==> src/sv/drnm_pkg.sv <==
`timescale 1ns / 1ps
`default_nettype none

package drnm_pkg;

   // Field widths.
   localparam int ETA_W    = 13;
   localparam int PHI_W    = 12;
   localparam int PT_W     = 16;
   localparam int DIST_W   = 27;
   localparam int IDX_W    = 6;
   localparam int OP_W     = 2;
   localparam int ENTRY_W  = ETA_W + PHI_W + PT_W;

   // Stored entry layout, lowest bits first: eta, phi, pt.
   localparam int ETA_LSB  = 0;
   localparam int PHI_LSB  = ETA_W;
   localparam int PT_LSB   = ETA_W + PHI_W;

   // Half a turn of azimuth in angle units.
   localparam logic [PHI_W-1:0] PHI_HALF = PHI_W'(2048);

   // Distance limit after reset: no limit.
   localparam logic [DIST_W-1:0] MAX_DIST_RESET = '1;

   localparam int MAX_MUONS_DEFAULT = 64;

   // Operation codes.
   localparam logic [OP_W-1:0] OP_CLEAR = 2'd0;
   localparam logic [OP_W-1:0] OP_LOAD  = 2'd1;
   localparam logic [OP_W-1:0] OP_QUERY = 2'd2;

   // One candidate leaving the distance pipeline.
   typedef struct packed {
      logic              valid;
      logic [DIST_W-1:0] dist_sq;
      logic [ETA_W-1:0]  eta;
      logic [PT_W-1:0]   pt;
   } drnm_cand_type;

endpackage

`default_nettype wire

==> src/sv/drnm_ram.sv <==
`timescale 1ns / 1ps
`default_nettype none

module drnm_ram #(
   parameter int  WIDTH  = 8,
   parameter int  DEPTH  = 16,
   localparam int ADDR_W = (DEPTH > 1) ? $clog2(DEPTH) : 1
) (
   input  wire logic              clock,
   input  wire logic              wr_en,
   input  wire logic [ADDR_W-1:0] wr_addr,
   input  wire logic [WIDTH-1:0]  wr_data,
   input  wire logic              rd_en,
   input  wire logic [ADDR_W-1:0] rd_addr,
   output logic      [WIDTH-1:0]  rd_data
);

   logic [WIDTH-1:0] mem [DEPTH];

   always_ff @(posedge clock) begin
      if (wr_en) begin
         mem[wr_addr] <= wr_data;
      end
      if (rd_en) begin
         rd_data <= mem[rd_addr];
      end
   end

endmodule

`default_nettype wire

==> src/sv/drnm_dist.sv <==
`timescale 1ns / 1ps
`default_nettype none

module drnm_dist (
   input  wire logic                                clock,
   input  wire logic                                reset,
   input  wire logic                                rd_valid,
   input  wire logic [drnm_pkg::ENTRY_W-1:0]        rd_entry,
   input  wire logic [drnm_pkg::ETA_W-1:0]          q_eta,
   input  wire logic [drnm_pkg::PHI_W-1:0]          q_phi,
   output drnm_pkg::drnm_cand_type                  cand,
   output logic                                     busy
);

   import drnm_pkg::*;

   localparam int EDIFF_W = ETA_W + 1;
   localparam int SQE_W   = 2 * ETA_W;
   localparam int SQP_W   = 2 * PHI_W;

   logic [ETA_W-1:0]   m_eta;
   logic [PHI_W-1:0]   m_phi;
   logic [PT_W-1:0]    m_pt;
   logic [EDIFF_W-1:0] de;
   logic [EDIFF_W-1:0] de_neg;
   logic [PHI_W-1:0]   phi_diff;

   // Stage A: absolute differences.
   logic               a_valid_ff, a_valid_in;
   logic [ETA_W-1:0]   a_ade_ff, a_ade_in;
   logic [PHI_W-1:0]   a_dp_ff, a_dp_in;
   logic [ETA_W-1:0]   a_eta_ff;
   logic [PT_W-1:0]    a_pt_ff;

   // Stage B: squares.
   logic               b_valid_ff;
   logic [SQE_W-1:0]   b_sqe_ff, b_sqe_in;
   logic [SQP_W-1:0]   b_sqp_ff, b_sqp_in;
   logic [ETA_W-1:0]   b_eta_ff;
   logic [PT_W-1:0]    b_pt_ff;

   // Stage C: sum.
   drnm_cand_type      cand_ff, cand_in;

   assign m_eta = rd_entry[ETA_LSB +: ETA_W];
   assign m_phi = rd_entry[PHI_LSB +: PHI_W];
   assign m_pt  = rd_entry[PT_LSB +: PT_W];

   always_comb begin
      de       = {q_eta[ETA_W-1], q_eta} - {m_eta[ETA_W-1], m_eta};
      de_neg   = (~de) + EDIFF_W'(1);
      a_ade_in = de[EDIFF_W-1] ? de_neg[ETA_W-1:0] : de[ETA_W-1:0];
      // The azimuth difference wraps around the turn and folds into half a turn.
      phi_diff = q_phi - m_phi;
      a_dp_in  = (phi_diff > PHI_HALF) ? ((~phi_diff) + PHI_W'(1)) : phi_diff;
      a_valid_in = rd_valid;
      b_sqe_in = a_ade_ff * a_ade_ff;
      b_sqp_in = a_dp_ff * a_dp_ff;
      cand_in.valid   = b_valid_ff;
      cand_in.dist_sq = DIST_W'(b_sqe_ff) + DIST_W'(b_sqp_ff);
      cand_in.eta     = b_eta_ff;
      cand_in.pt      = b_pt_ff;
   end

   always_ff @(posedge clock) begin
      if (reset) begin
         a_valid_ff    <= 1'b0;
         b_valid_ff    <= 1'b0;
         cand_ff.valid <= 1'b0;
      end else begin
         a_valid_ff    <= a_valid_in;
         b_valid_ff    <= a_valid_ff;
         cand_ff.valid <= cand_in.valid;
      end
      a_ade_ff        <= a_ade_in;
      a_dp_ff         <= a_dp_in;
      a_eta_ff        <= m_eta;
      a_pt_ff         <= m_pt;
      b_sqe_ff        <= b_sqe_in;
      b_sqp_ff        <= b_sqp_in;
      b_eta_ff        <= a_eta_ff;
      b_pt_ff         <= a_pt_ff;
      cand_ff.dist_sq <= cand_in.dist_sq;
      cand_ff.eta     <= cand_in.eta;
      cand_ff.pt      <= cand_in.pt;
   end

   assign cand = cand_ff;
   assign busy = a_valid_ff | b_valid_ff;

endmodule

`default_nettype wire

==> src/sv/delta_r_nearest_match.sv <==
`timescale 1ns / 1ps
`default_nettype none

// Channel   Direction  Handshake        Contents
// req_      in         tvalid/tready    clear, load or query word
// rsp_      out        tvalid/tready    one result word per muon query
// csr_      in/out     APB              max_distance_sq at byte address 0
//
// Clear and load words leave the controller idle. A muon query blocks the
// request channel until its result is formed; its scan is paced by the
// single read port of the muon store: one stored muon is read and compared
// per cycle.
// The store holds no valid bits; only entries below the fill count are read.
// Reset is synchronous and clears the fill count, the controller and the
// result slot. A result waiting in the output register does not block the
// next word; only a finished query that finds the slot still full waits.

module delta_r_nearest_match #(
   parameter int MAX_MUONS = drnm_pkg::MAX_MUONS_DEFAULT
) (
   input  wire logic        clock,
   input  wire logic        reset,
   // Request channel.
   input  wire logic        req_tvalid,
   output logic             req_tready,
   // tdata: obj_eta[12:0], obj_phi[24:13], obj_pt[40:25], zero [47:41].
   input  wire logic [47:0] req_tdata,
   // tuser: opcode[1:0], is_muon_object[2].
   input  wire logic [2:0]  req_tuser,
   // Response channel.
   output logic             rsp_tvalid,
   input  wire logic        rsp_tready,
   // tdata: best_index[5:0], best_pt[21:6], best_eta[34:22],
   //        best_distance_sq[61:35], zero [63:62].
   output logic [63:0]      rsp_tdata,
   // tuser: match_found[0].
   output logic [0:0]       rsp_tuser,
   // Configuration port.
   input  wire logic        csr_psel,
   input  wire logic        csr_penable,
   input  wire logic        csr_pwrite,
   input  wire logic [2:0]  csr_paddr,
   input  wire logic [31:0] csr_pwdata,
   output logic [31:0]      csr_prdata,
   output logic             csr_pready
);

   import drnm_pkg::*;

   localparam int CNT_W  = $clog2(MAX_MUONS + 1);
   localparam int ADDR_W = (MAX_MUONS > 1) ? $clog2(MAX_MUONS) : 1;
   localparam logic [CNT_W-1:0] COUNT_FULL = CNT_W'(MAX_MUONS);

   typedef enum logic [2:0] {
      ST_IDLE = 3'b001,
      ST_SCAN = 3'b010,
      ST_DONE = 3'b100
   } state_type;

   // Request fields.
   logic [OP_W-1:0]  req_opcode;
   logic [ETA_W-1:0] req_eta;
   logic [PHI_W-1:0] req_phi;
   logic [PT_W-1:0]  req_pt;
   logic             req_is_muon;
   logic             req_fire;

   assign req_eta     = req_tdata[ETA_LSB +: ETA_W];
   assign req_phi     = req_tdata[PHI_LSB +: PHI_W];
   assign req_pt      = req_tdata[PT_LSB +: PT_W];
   assign req_opcode  = req_tuser[OP_W-1:0];
   assign req_is_muon = req_tuser[OP_W];

   // Control state.
   state_type         state_ff, state_in;
   logic [CNT_W-1:0]  count_ff, count_in;
   logic [CNT_W-1:0]  scan_addr_ff, scan_addr_in;
   logic              s1_valid_ff;
   logic              rsp_valid_ff, rsp_valid_in;
   logic [DIST_W-1:0] max_dist_ff, max_dist_in;

   // Query and running best.
   logic [ETA_W-1:0]  q_eta_ff, q_eta_in;
   logic [PHI_W-1:0]  q_phi_ff, q_phi_in;
   logic [ADDR_W-1:0] cmp_idx_ff, cmp_idx_in;
   logic              best_found_ff, best_found_in;
   logic [ADDR_W-1:0] best_idx_ff, best_idx_in;
   logic [DIST_W-1:0] best_dist_ff, best_dist_in;
   logic [ETA_W-1:0]  best_eta_ff, best_eta_in;
   logic [PT_W-1:0]   best_pt_ff, best_pt_in;

   // Output register.
   logic              rsp_match_ff, rsp_match_in;
   logic [IDX_W-1:0]  rsp_idx_ff, rsp_idx_in;
   logic [PT_W-1:0]   rsp_pt_ff, rsp_pt_in;
   logic [ETA_W-1:0]  rsp_eta_ff, rsp_eta_in;
   logic [DIST_W-1:0] rsp_dist_ff, rsp_dist_in;

   // Store ports and the distance pipeline.
   logic               mem_wr_en;
   logic [ENTRY_W-1:0] mem_wr_data;
   logic               mem_rd_en;
   logic [ENTRY_W-1:0] mem_rd_data;
   drnm_cand_type      cand;
   logic               dist_busy;
   logic               slot_free;
   logic               csr_write;

   assign req_tready  = (state_ff == ST_IDLE);
   assign req_fire    = req_tvalid & req_tready;
   assign slot_free   = ~rsp_valid_ff | rsp_tready;
   assign mem_wr_data = {req_pt, req_phi, req_eta};

   // The limit is written only on the single register's word address.
   assign csr_write   = csr_psel & csr_penable & csr_pwrite & csr_pready & ~csr_paddr[2];
   assign csr_pready  = 1'b1;
   assign csr_prdata  = csr_paddr[2] ? 32'd0 : 32'(max_dist_ff);

   always_comb begin
      state_in      = state_ff;
      count_in      = count_ff;
      scan_addr_in  = scan_addr_ff;
      q_eta_in      = q_eta_ff;
      q_phi_in      = q_phi_ff;
      cmp_idx_in    = cmp_idx_ff;
      best_found_in = best_found_ff;
      best_idx_in   = best_idx_ff;
      best_dist_in  = best_dist_ff;
      best_eta_in   = best_eta_ff;
      best_pt_in    = best_pt_ff;
      rsp_match_in  = rsp_match_ff;
      rsp_idx_in    = rsp_idx_ff;
      rsp_pt_in     = rsp_pt_ff;
      rsp_eta_in    = rsp_eta_ff;
      rsp_dist_in   = rsp_dist_ff;
      rsp_valid_in  = rsp_valid_ff & ~rsp_tready;
      max_dist_in   = csr_write ? csr_pwdata[DIST_W-1:0] : max_dist_ff;
      mem_wr_en     = 1'b0;
      mem_rd_en     = 1'b0;

      case (state_ff)
         ST_IDLE: begin
            if (req_fire) begin
               case (req_opcode)
                  OP_CLEAR: begin
                     count_in = '0;
                  end
                  OP_LOAD: begin
                     // A load into a full store is dropped.
                     if (count_ff < COUNT_FULL) begin
                        mem_wr_en = 1'b1;
                        count_in  = count_ff + CNT_W'(1);
                     end
                  end
                  OP_QUERY: begin
                     if (req_is_muon) begin
                        state_in      = ST_SCAN;
                        scan_addr_in  = '0;
                        cmp_idx_in    = '0;
                        q_eta_in      = req_eta;
                        q_phi_in      = req_phi;
                        best_found_in = 1'b0;
                        best_dist_in  = max_dist_ff;
                     end
                  end
                  default: begin
                  end
               endcase
            end
         end
         ST_SCAN: begin
            mem_rd_en = (scan_addr_ff < count_ff);
            if (mem_rd_en) begin
               scan_addr_in = scan_addr_ff + CNT_W'(1);
            end
            // Candidates arrive in store order, so a strict compare keeps the
            // first of several equal distances.
            if (cand.valid) begin
               cmp_idx_in = cmp_idx_ff + ADDR_W'(1);
               if (cand.dist_sq < best_dist_ff) begin
                  best_found_in = 1'b1;
                  best_idx_in   = cmp_idx_ff;
                  best_dist_in  = cand.dist_sq;
                  best_eta_in   = cand.eta;
                  best_pt_in    = cand.pt;
               end
            end
            if (!mem_rd_en && !s1_valid_ff && !dist_busy && !cand.valid) begin
               state_in = ST_DONE;
            end
         end
         ST_DONE: begin
            if (slot_free) begin
               state_in     = ST_IDLE;
               rsp_valid_in = 1'b1;
               rsp_match_in = best_found_ff;
               rsp_idx_in   = best_found_ff ? IDX_W'(best_idx_ff) : '0;
               rsp_pt_in    = best_found_ff ? best_pt_ff : '0;
               rsp_eta_in   = best_found_ff ? best_eta_ff : '0;
               rsp_dist_in  = best_found_ff ? best_dist_ff : '0;
            end
         end
         default: begin
            state_in = ST_IDLE;
         end
      endcase
   end

   always_ff @(posedge clock) begin
      if (reset) begin
         state_ff     <= ST_IDLE;
         count_ff     <= '0;
         scan_addr_ff <= '0;
         s1_valid_ff  <= 1'b0;
         rsp_valid_ff <= 1'b0;
         max_dist_ff  <= MAX_DIST_RESET;
      end else begin
         state_ff     <= state_in;
         count_ff     <= count_in;
         scan_addr_ff <= scan_addr_in;
         s1_valid_ff  <= mem_rd_en;
         rsp_valid_ff <= rsp_valid_in;
         max_dist_ff  <= max_dist_in;
      end
      q_eta_ff      <= q_eta_in;
      q_phi_ff      <= q_phi_in;
      cmp_idx_ff    <= cmp_idx_in;
      best_found_ff <= best_found_in;
      best_idx_ff   <= best_idx_in;
      best_dist_ff  <= best_dist_in;
      best_eta_ff   <= best_eta_in;
      best_pt_ff    <= best_pt_in;
      rsp_match_ff  <= rsp_match_in;
      rsp_idx_ff    <= rsp_idx_in;
      rsp_pt_ff     <= rsp_pt_in;
      rsp_eta_ff    <= rsp_eta_in;
      rsp_dist_ff   <= rsp_dist_in;
   end

   // Muon store: written at the fill count, read at the scan address.
   drnm_ram #(
      .WIDTH (ENTRY_W),
      .DEPTH (MAX_MUONS)
   ) u_store (
      .clock   (clock),
      .wr_en   (mem_wr_en),
      .wr_addr (count_ff[ADDR_W-1:0]),
      .wr_data (mem_wr_data),
      .rd_en   (mem_rd_en),
      .rd_addr (scan_addr_ff[ADDR_W-1:0]),
      .rd_data (mem_rd_data)
   );

   drnm_dist u_dist (
      .clock    (clock),
      .reset    (reset),
      .rd_valid (s1_valid_ff),
      .rd_entry (mem_rd_data),
      .q_eta    (q_eta_ff),
      .q_phi    (q_phi_ff),
      .cand     (cand),
      .busy     (dist_busy)
   );

   assign rsp_tvalid   = rsp_valid_ff;
   assign rsp_tuser[0] = rsp_match_ff;
   assign rsp_tdata    = {2'b00, rsp_dist_ff, rsp_eta_ff, rsp_pt_ff, rsp_idx_ff};

   // The fill count never passes the store depth.
   assert property (@(posedge clock) disable iff (reset) count_ff <= COUNT_FULL)
      else $error("muon count beyond store depth");

   // The scan never reads past the filled part of the store.
   assert property (@(posedge clock) disable iff (reset)
      (state_ff == ST_SCAN) |-> (scan_addr_ff <= count_ff))
      else $error("scan address beyond fill count");

   // A result is only formed once every candidate has been compared.
   assert property (@(posedge clock) disable iff (reset)
      (state_ff == ST_DONE) |-> (!s1_valid_ff && !dist_busy && !cand.valid))
      else $error("result formed with candidates in flight");

   // A result without a match carries all-zero fields.
   assert property (@(posedge clock) disable iff (reset)
      (rsp_tvalid && !rsp_tuser[0]) |-> (rsp_tdata == 64'd0))
      else $error("no-match result with nonzero fields");

endmodule

`default_nettype wire

==> config.mk <==
export PLATFORM = sky130hd
export DESIGN_NAME = delta_r_nearest_match
export DESIGN_NICKNAME = d
export VERILOG_FILES = /design/src/sv/drnm_pkg.sv /design/src/sv/drnm_ram.sv /design/src/sv/drnm_dist.sv /design/src/sv/delta_r_nearest_match.sv
export SDC_FILE = /design/constraint.sdc
export NUM_CORES = 2
export LEC_CHECK = 0
export CAP_MARGIN = 10
export CORE_MARGIN = 5
export CORE_UTILIZATION = 35
export DETAILED_ROUTE_END_ITERATION = 16
export DONT_BUFFER_PORTS = 1
export PLACE_DENSITY = 0.61
export SYNTH_ARGS = -nofsm -noshare
export SYNTH_HDL_FRONTEND = slang
export SYNTH_SLANG_ARGS = --single-unit
==> constraint.sdc <==
create_clock -name clock -period 13.8 [get_ports clock]
set_input_delay 2.07 -clock clock [delete_from_list [all_inputs] [get_ports clock]]
set_output_delay 2.07 -clock clock [all_outputs]
set_load 0.05 [all_outputs]
==> flow_summary_export.csv <==
group,metric,value,unit
job,maxCapViolations,0,
synth,synth_edf_count,2822,
synth,synthXorXnorAreaFrac,0.00806,
clocking,cts_tree,"built",
worst_setup_path,end_kind,"flip-flop",
sta,final_hold_viol_count,0,
drt,top_layer,"met4",
sta,tns,0,ns
synth,yosysTopAreaCell,"edfxtp_1",
clocking,clk_pin_slew,0.06,ns
synth,synth_area_leaders,"edfxtp_1 68%, mux4_2 16%, dfxtp_1 3.8%",
floorplanning,initial_utilization,0.351,
floorplanning,core_area,353000,um2
worst_hold_path,hold_path_end,"u_dist.b_eta_ff[8]$_DFF_P_",
run_status,status,"finished clean",
global_route,grt_pass1_wl,455000,um
sta,finalMaxSlewViolations,0,
drt,first_pass_iters,5,
global_route,grt_pass1_vias,61100,
worst_setup_path,cp.arrival,7.00,ns
sta,rsz0062_at_grt,"false",
global_route,grt_start_max_net_pins,153,
synth,synth_top_family_by_area,"multiplexers",
floorplanning,die_y,605,um
worst_setup_path,r2r_cells,22,
worst_setup_path,reg2reg_from,"u_dist.a_ade_ff[5]$_DFF_P_",
drt,drt_iter0_markers,7326,
placement,dpl.hpwl,177000,um
drt,drc,0,
power,p_per_area,150,nW/um2
clocking,clock_latency,0.92,ns
drt,vias,59700,
cells_and_area,drive_gt1_frac,0.233,
clocking,clockRootBuffer,"clkbuf_16",
drt,vias_per_cell,5.31,
floorplanning,io_pins,193,
sta,finalCriticalPeriod,6.33,ns
synth,synth_compound_area_frac,0.0125,
clocking,cts_buffer_depth,4,
sta,fin_crit_sh,0.459,
floorplanning,die_x,605,um
synth,synthAdderAreaFrac,0.0492,
placement,port_buffers,0,
synth,synth.avg_cell_area,20.4,um2
sta,max_slew.worst_pin.slew,1.23,ns
worst_setup_path,startpoint,"u_dist.a_ade_ff[5]$_DFF_P_",
worst_hold_path,hold_class,"reg -> reg",
clocking,numCtsBuffers,321,
synth,ys.warnings.count,0,
clocking,cts.sinks,3058,
drt,met3_wirelength,25700,um
worst_hold_path,hold_path.startpoint,"u_dist.a_eta_ff[8]$_DFF_P_",
synth,synthSimpleGateAreaFrac,0.0304,
power,leakage,44.9,nW
clocking,post_cts_buffers,0,
clocking,cts-resized-gates,0,
cells_and_area,final_common_cell,"edfxtp_1",
drt,drt_wl_total,320000,um
worst_setup_path,r2r_slack,7.47,ns
cells_and_area,nNetsFinal,6735,
worst_hold_path,worst_hold_path.num_cells,0,
clocking,cts_max_level,5,
cells_and_area,area_growth_syn_to_layout,13.4,%
synth,ys_seq_elements,3058,
drt,wl_per_cell,28.4,um
synth,async_flop_share,0,
sta,finalClockSkew,0.120,ns
synth,syn_area,124000,um2
worst_setup_path,required,14.46,ns
clocking,holdBufCountCts,0,
synth,synth_cells,6072,
floorplanning,rows,218,
synth,ys.flop_type,"edfxtp_1",
placement,gp_congestion,0.827,
synth,synth_cell_types,71,
sta,slew_headroom,0.181,
floorplanning,die_area,366000,um2
global_route,grt_overflow,0,
worst_setup_path,path_max_fanout,11,
cells_and_area,post-route-util,0.398,
sta,setup_viol,0,
synth,synthMuxAreaShare,0.157,
cells_and_area,layout_common_cells,"2822 x edfxtp_1, 861 x mux4_2, 382 x inv_1",
synth,yosysTopAreaCellShare,0.684,
global_route,grt_antenna_before_repair,18,
drt,ant_nets,0,
drt,met2_length,156000,um
global_route,grt_use_total,0.172,
worst_setup_path,start_kind,"flip-flop",
power,ir_drop,0.138,mV
synth,ys_seq_area_frac,0.722,
drt,wl_met1,129000,um
worst_setup_path,rr_endpoint,"u_dist.b_sqe_ff[24]$_DFF_P_",
worst_setup_path,criticalPathCategory,"reg -> reg",
sta,fmaxAchievable,158,MHz
## layer usage
layer / vias to the layer above / track usage
met2: 2639 / 0.284
met1: 32100 / 0.236
met3: 459 / 0.0318
met4: 0 / 0.0462
li1: 24500 / -
met5: - / 0
## stage by stage
step	instances	total power [mW]	hold WS [ns]	setup WS, ns	instance area (um2)
2_1_floorplan	6078	12.3	0.310	6.73	124000
3_3_place_gp	10700	12.8	0.312	7.44	130000
3_5_place_dp	10700	12.8	0.312	7.49	130000
4_1_cts	11200	21.2	0.318	7.42	140000
5_1_grt	11200	21.9	0.327	7.16	141000
6_report	11200	21.0	0.318	7.47	141000
## area by class of cell
type / instances / area (um2)
Timing Repair Buffer: 120 / 963
Clock inverter: 146 / 1500
Sequential cell: 3058 / 89500
Clock buffer: 421 / 8750
Inverter: 385 / 1450
Tap cell: 4730 / 5920
Multi-Input combinational cell: 2374 / 32400
Fill cell: 31000 / 212000
Antenna cell: 10 / 25.0
## worst max-delay path, cell delays in order (launching register included)
cell,delay [ns]
dfxtp_1,0.70
inv_1,0.26
nor2_1,0.23
inv_1,0.07
fa_1,0.48
inv_1,0.06
fa_1,0.53
inv_1,0.05
fa_1,0.48
inv_1,0.05
fa_1,0.47
inv_1,0.05
fa_1,0.47
inv_1,0.04
ha_1,0.29
o21a_1,0.14
o211ai_1,0.26
or4_1,0.21
nand2_1,0.09
or4b_2,0.62
a31oi_1,0.31
o21ai_0,0.16
xor2_1,0.16
## registers in the layout, summed over array words and instances (netlist names), 13 cells and up
register and flops:
best_dist_ff 27, best_eta_ff 13, best_pt_ff 16, max_dist_ff 27, q_eta_ff 13, rsp_dist_ff 27, rsp_eta_ff 13, rsp_pt_ff 16
u_dist.a_ade_ff 13, u_dist.a_eta_ff 13, u_dist.a_pt_ff 16, u_dist.b_eta_ff 13, u_dist.b_pt_ff 16, u_dist.b_sqe_ff 25, u_dist.b_sqp_ff 23, u_dist.cand 57
u_store.mem 2624, u_store.rd_data 41
## logic make-up (layout without fill, tap and decap cells)
family / after synthesis / in the layout
DFF: 3058 / 3058
xor gates and xnor gates: 114 / 114
buffers and inverters: 646 / 1072
AOI/OAI and AO/OA: 235 / 235
muxes: 868 / 868
and+or+nand+nor: 767 / 767
other: 2 / 18
adders and majority gates: 382 / 382
## cell usage after synthesis (4+ instances only)
cell type  number
a31o_2          4
mux4_2        861
xnor2_1        83
a2111oi_0       4
nor2_1        165
clkbuf_1      148
o21bai_1       12
nor3_1         26
xor2_1         31
or3_1           8
o31a_1          5
and2_1        138
o21ai_0        43
or2_2           4
inv_1         383
buf_1          55
buf_2          48
nor2b_1        49
nand4_1         8
a211oi_1       14
nand3b_1       32
ha_1          207
o211ai_1       11
a21oi_1        61
a211o_1         5
edfxtp_1     2822
nor4_1          8
fa_1          175
nand3_1        33
o21a_1         15
nand2_1       249
nand2b_1       19
mux2i_1         4
and3_1         11
dfxtp_1       236
buf_4           9
a21o_1         19
a31oi_1        14
## worst max-delay path by stage
stage,endpoint,slack (ns),cells after the start
after floorplan,best_dist_ff[0]$_DFFE_PP_,6.73,4
after detailed placement,u_dist.b_sqe_ff[24]$_DFF_P_,7.49,22
after global routing,u_dist.b_sqe_ff[24]$_DFF_P_,7.16,22
after CTS,u_dist.b_sqe_ff[24]$_DFF_P_,7.42,22
final,u_dist.b_sqe_ff[24]$_DFF_P_,7.47,22
after global placement,u_dist.b_sqe_ff[24]$_DFF_P_,7.44,22
## power breakdown
part | switching, mW | total [mW] | internal (mW)
Sequential | 0.0823 | 10.3 | 10.2
Combinational | 1.25 | 2.22 | 0.973
Clock | 3.53 | 8.47 | 4.94
Note: power is estimated with default switching activity, not from simulation.
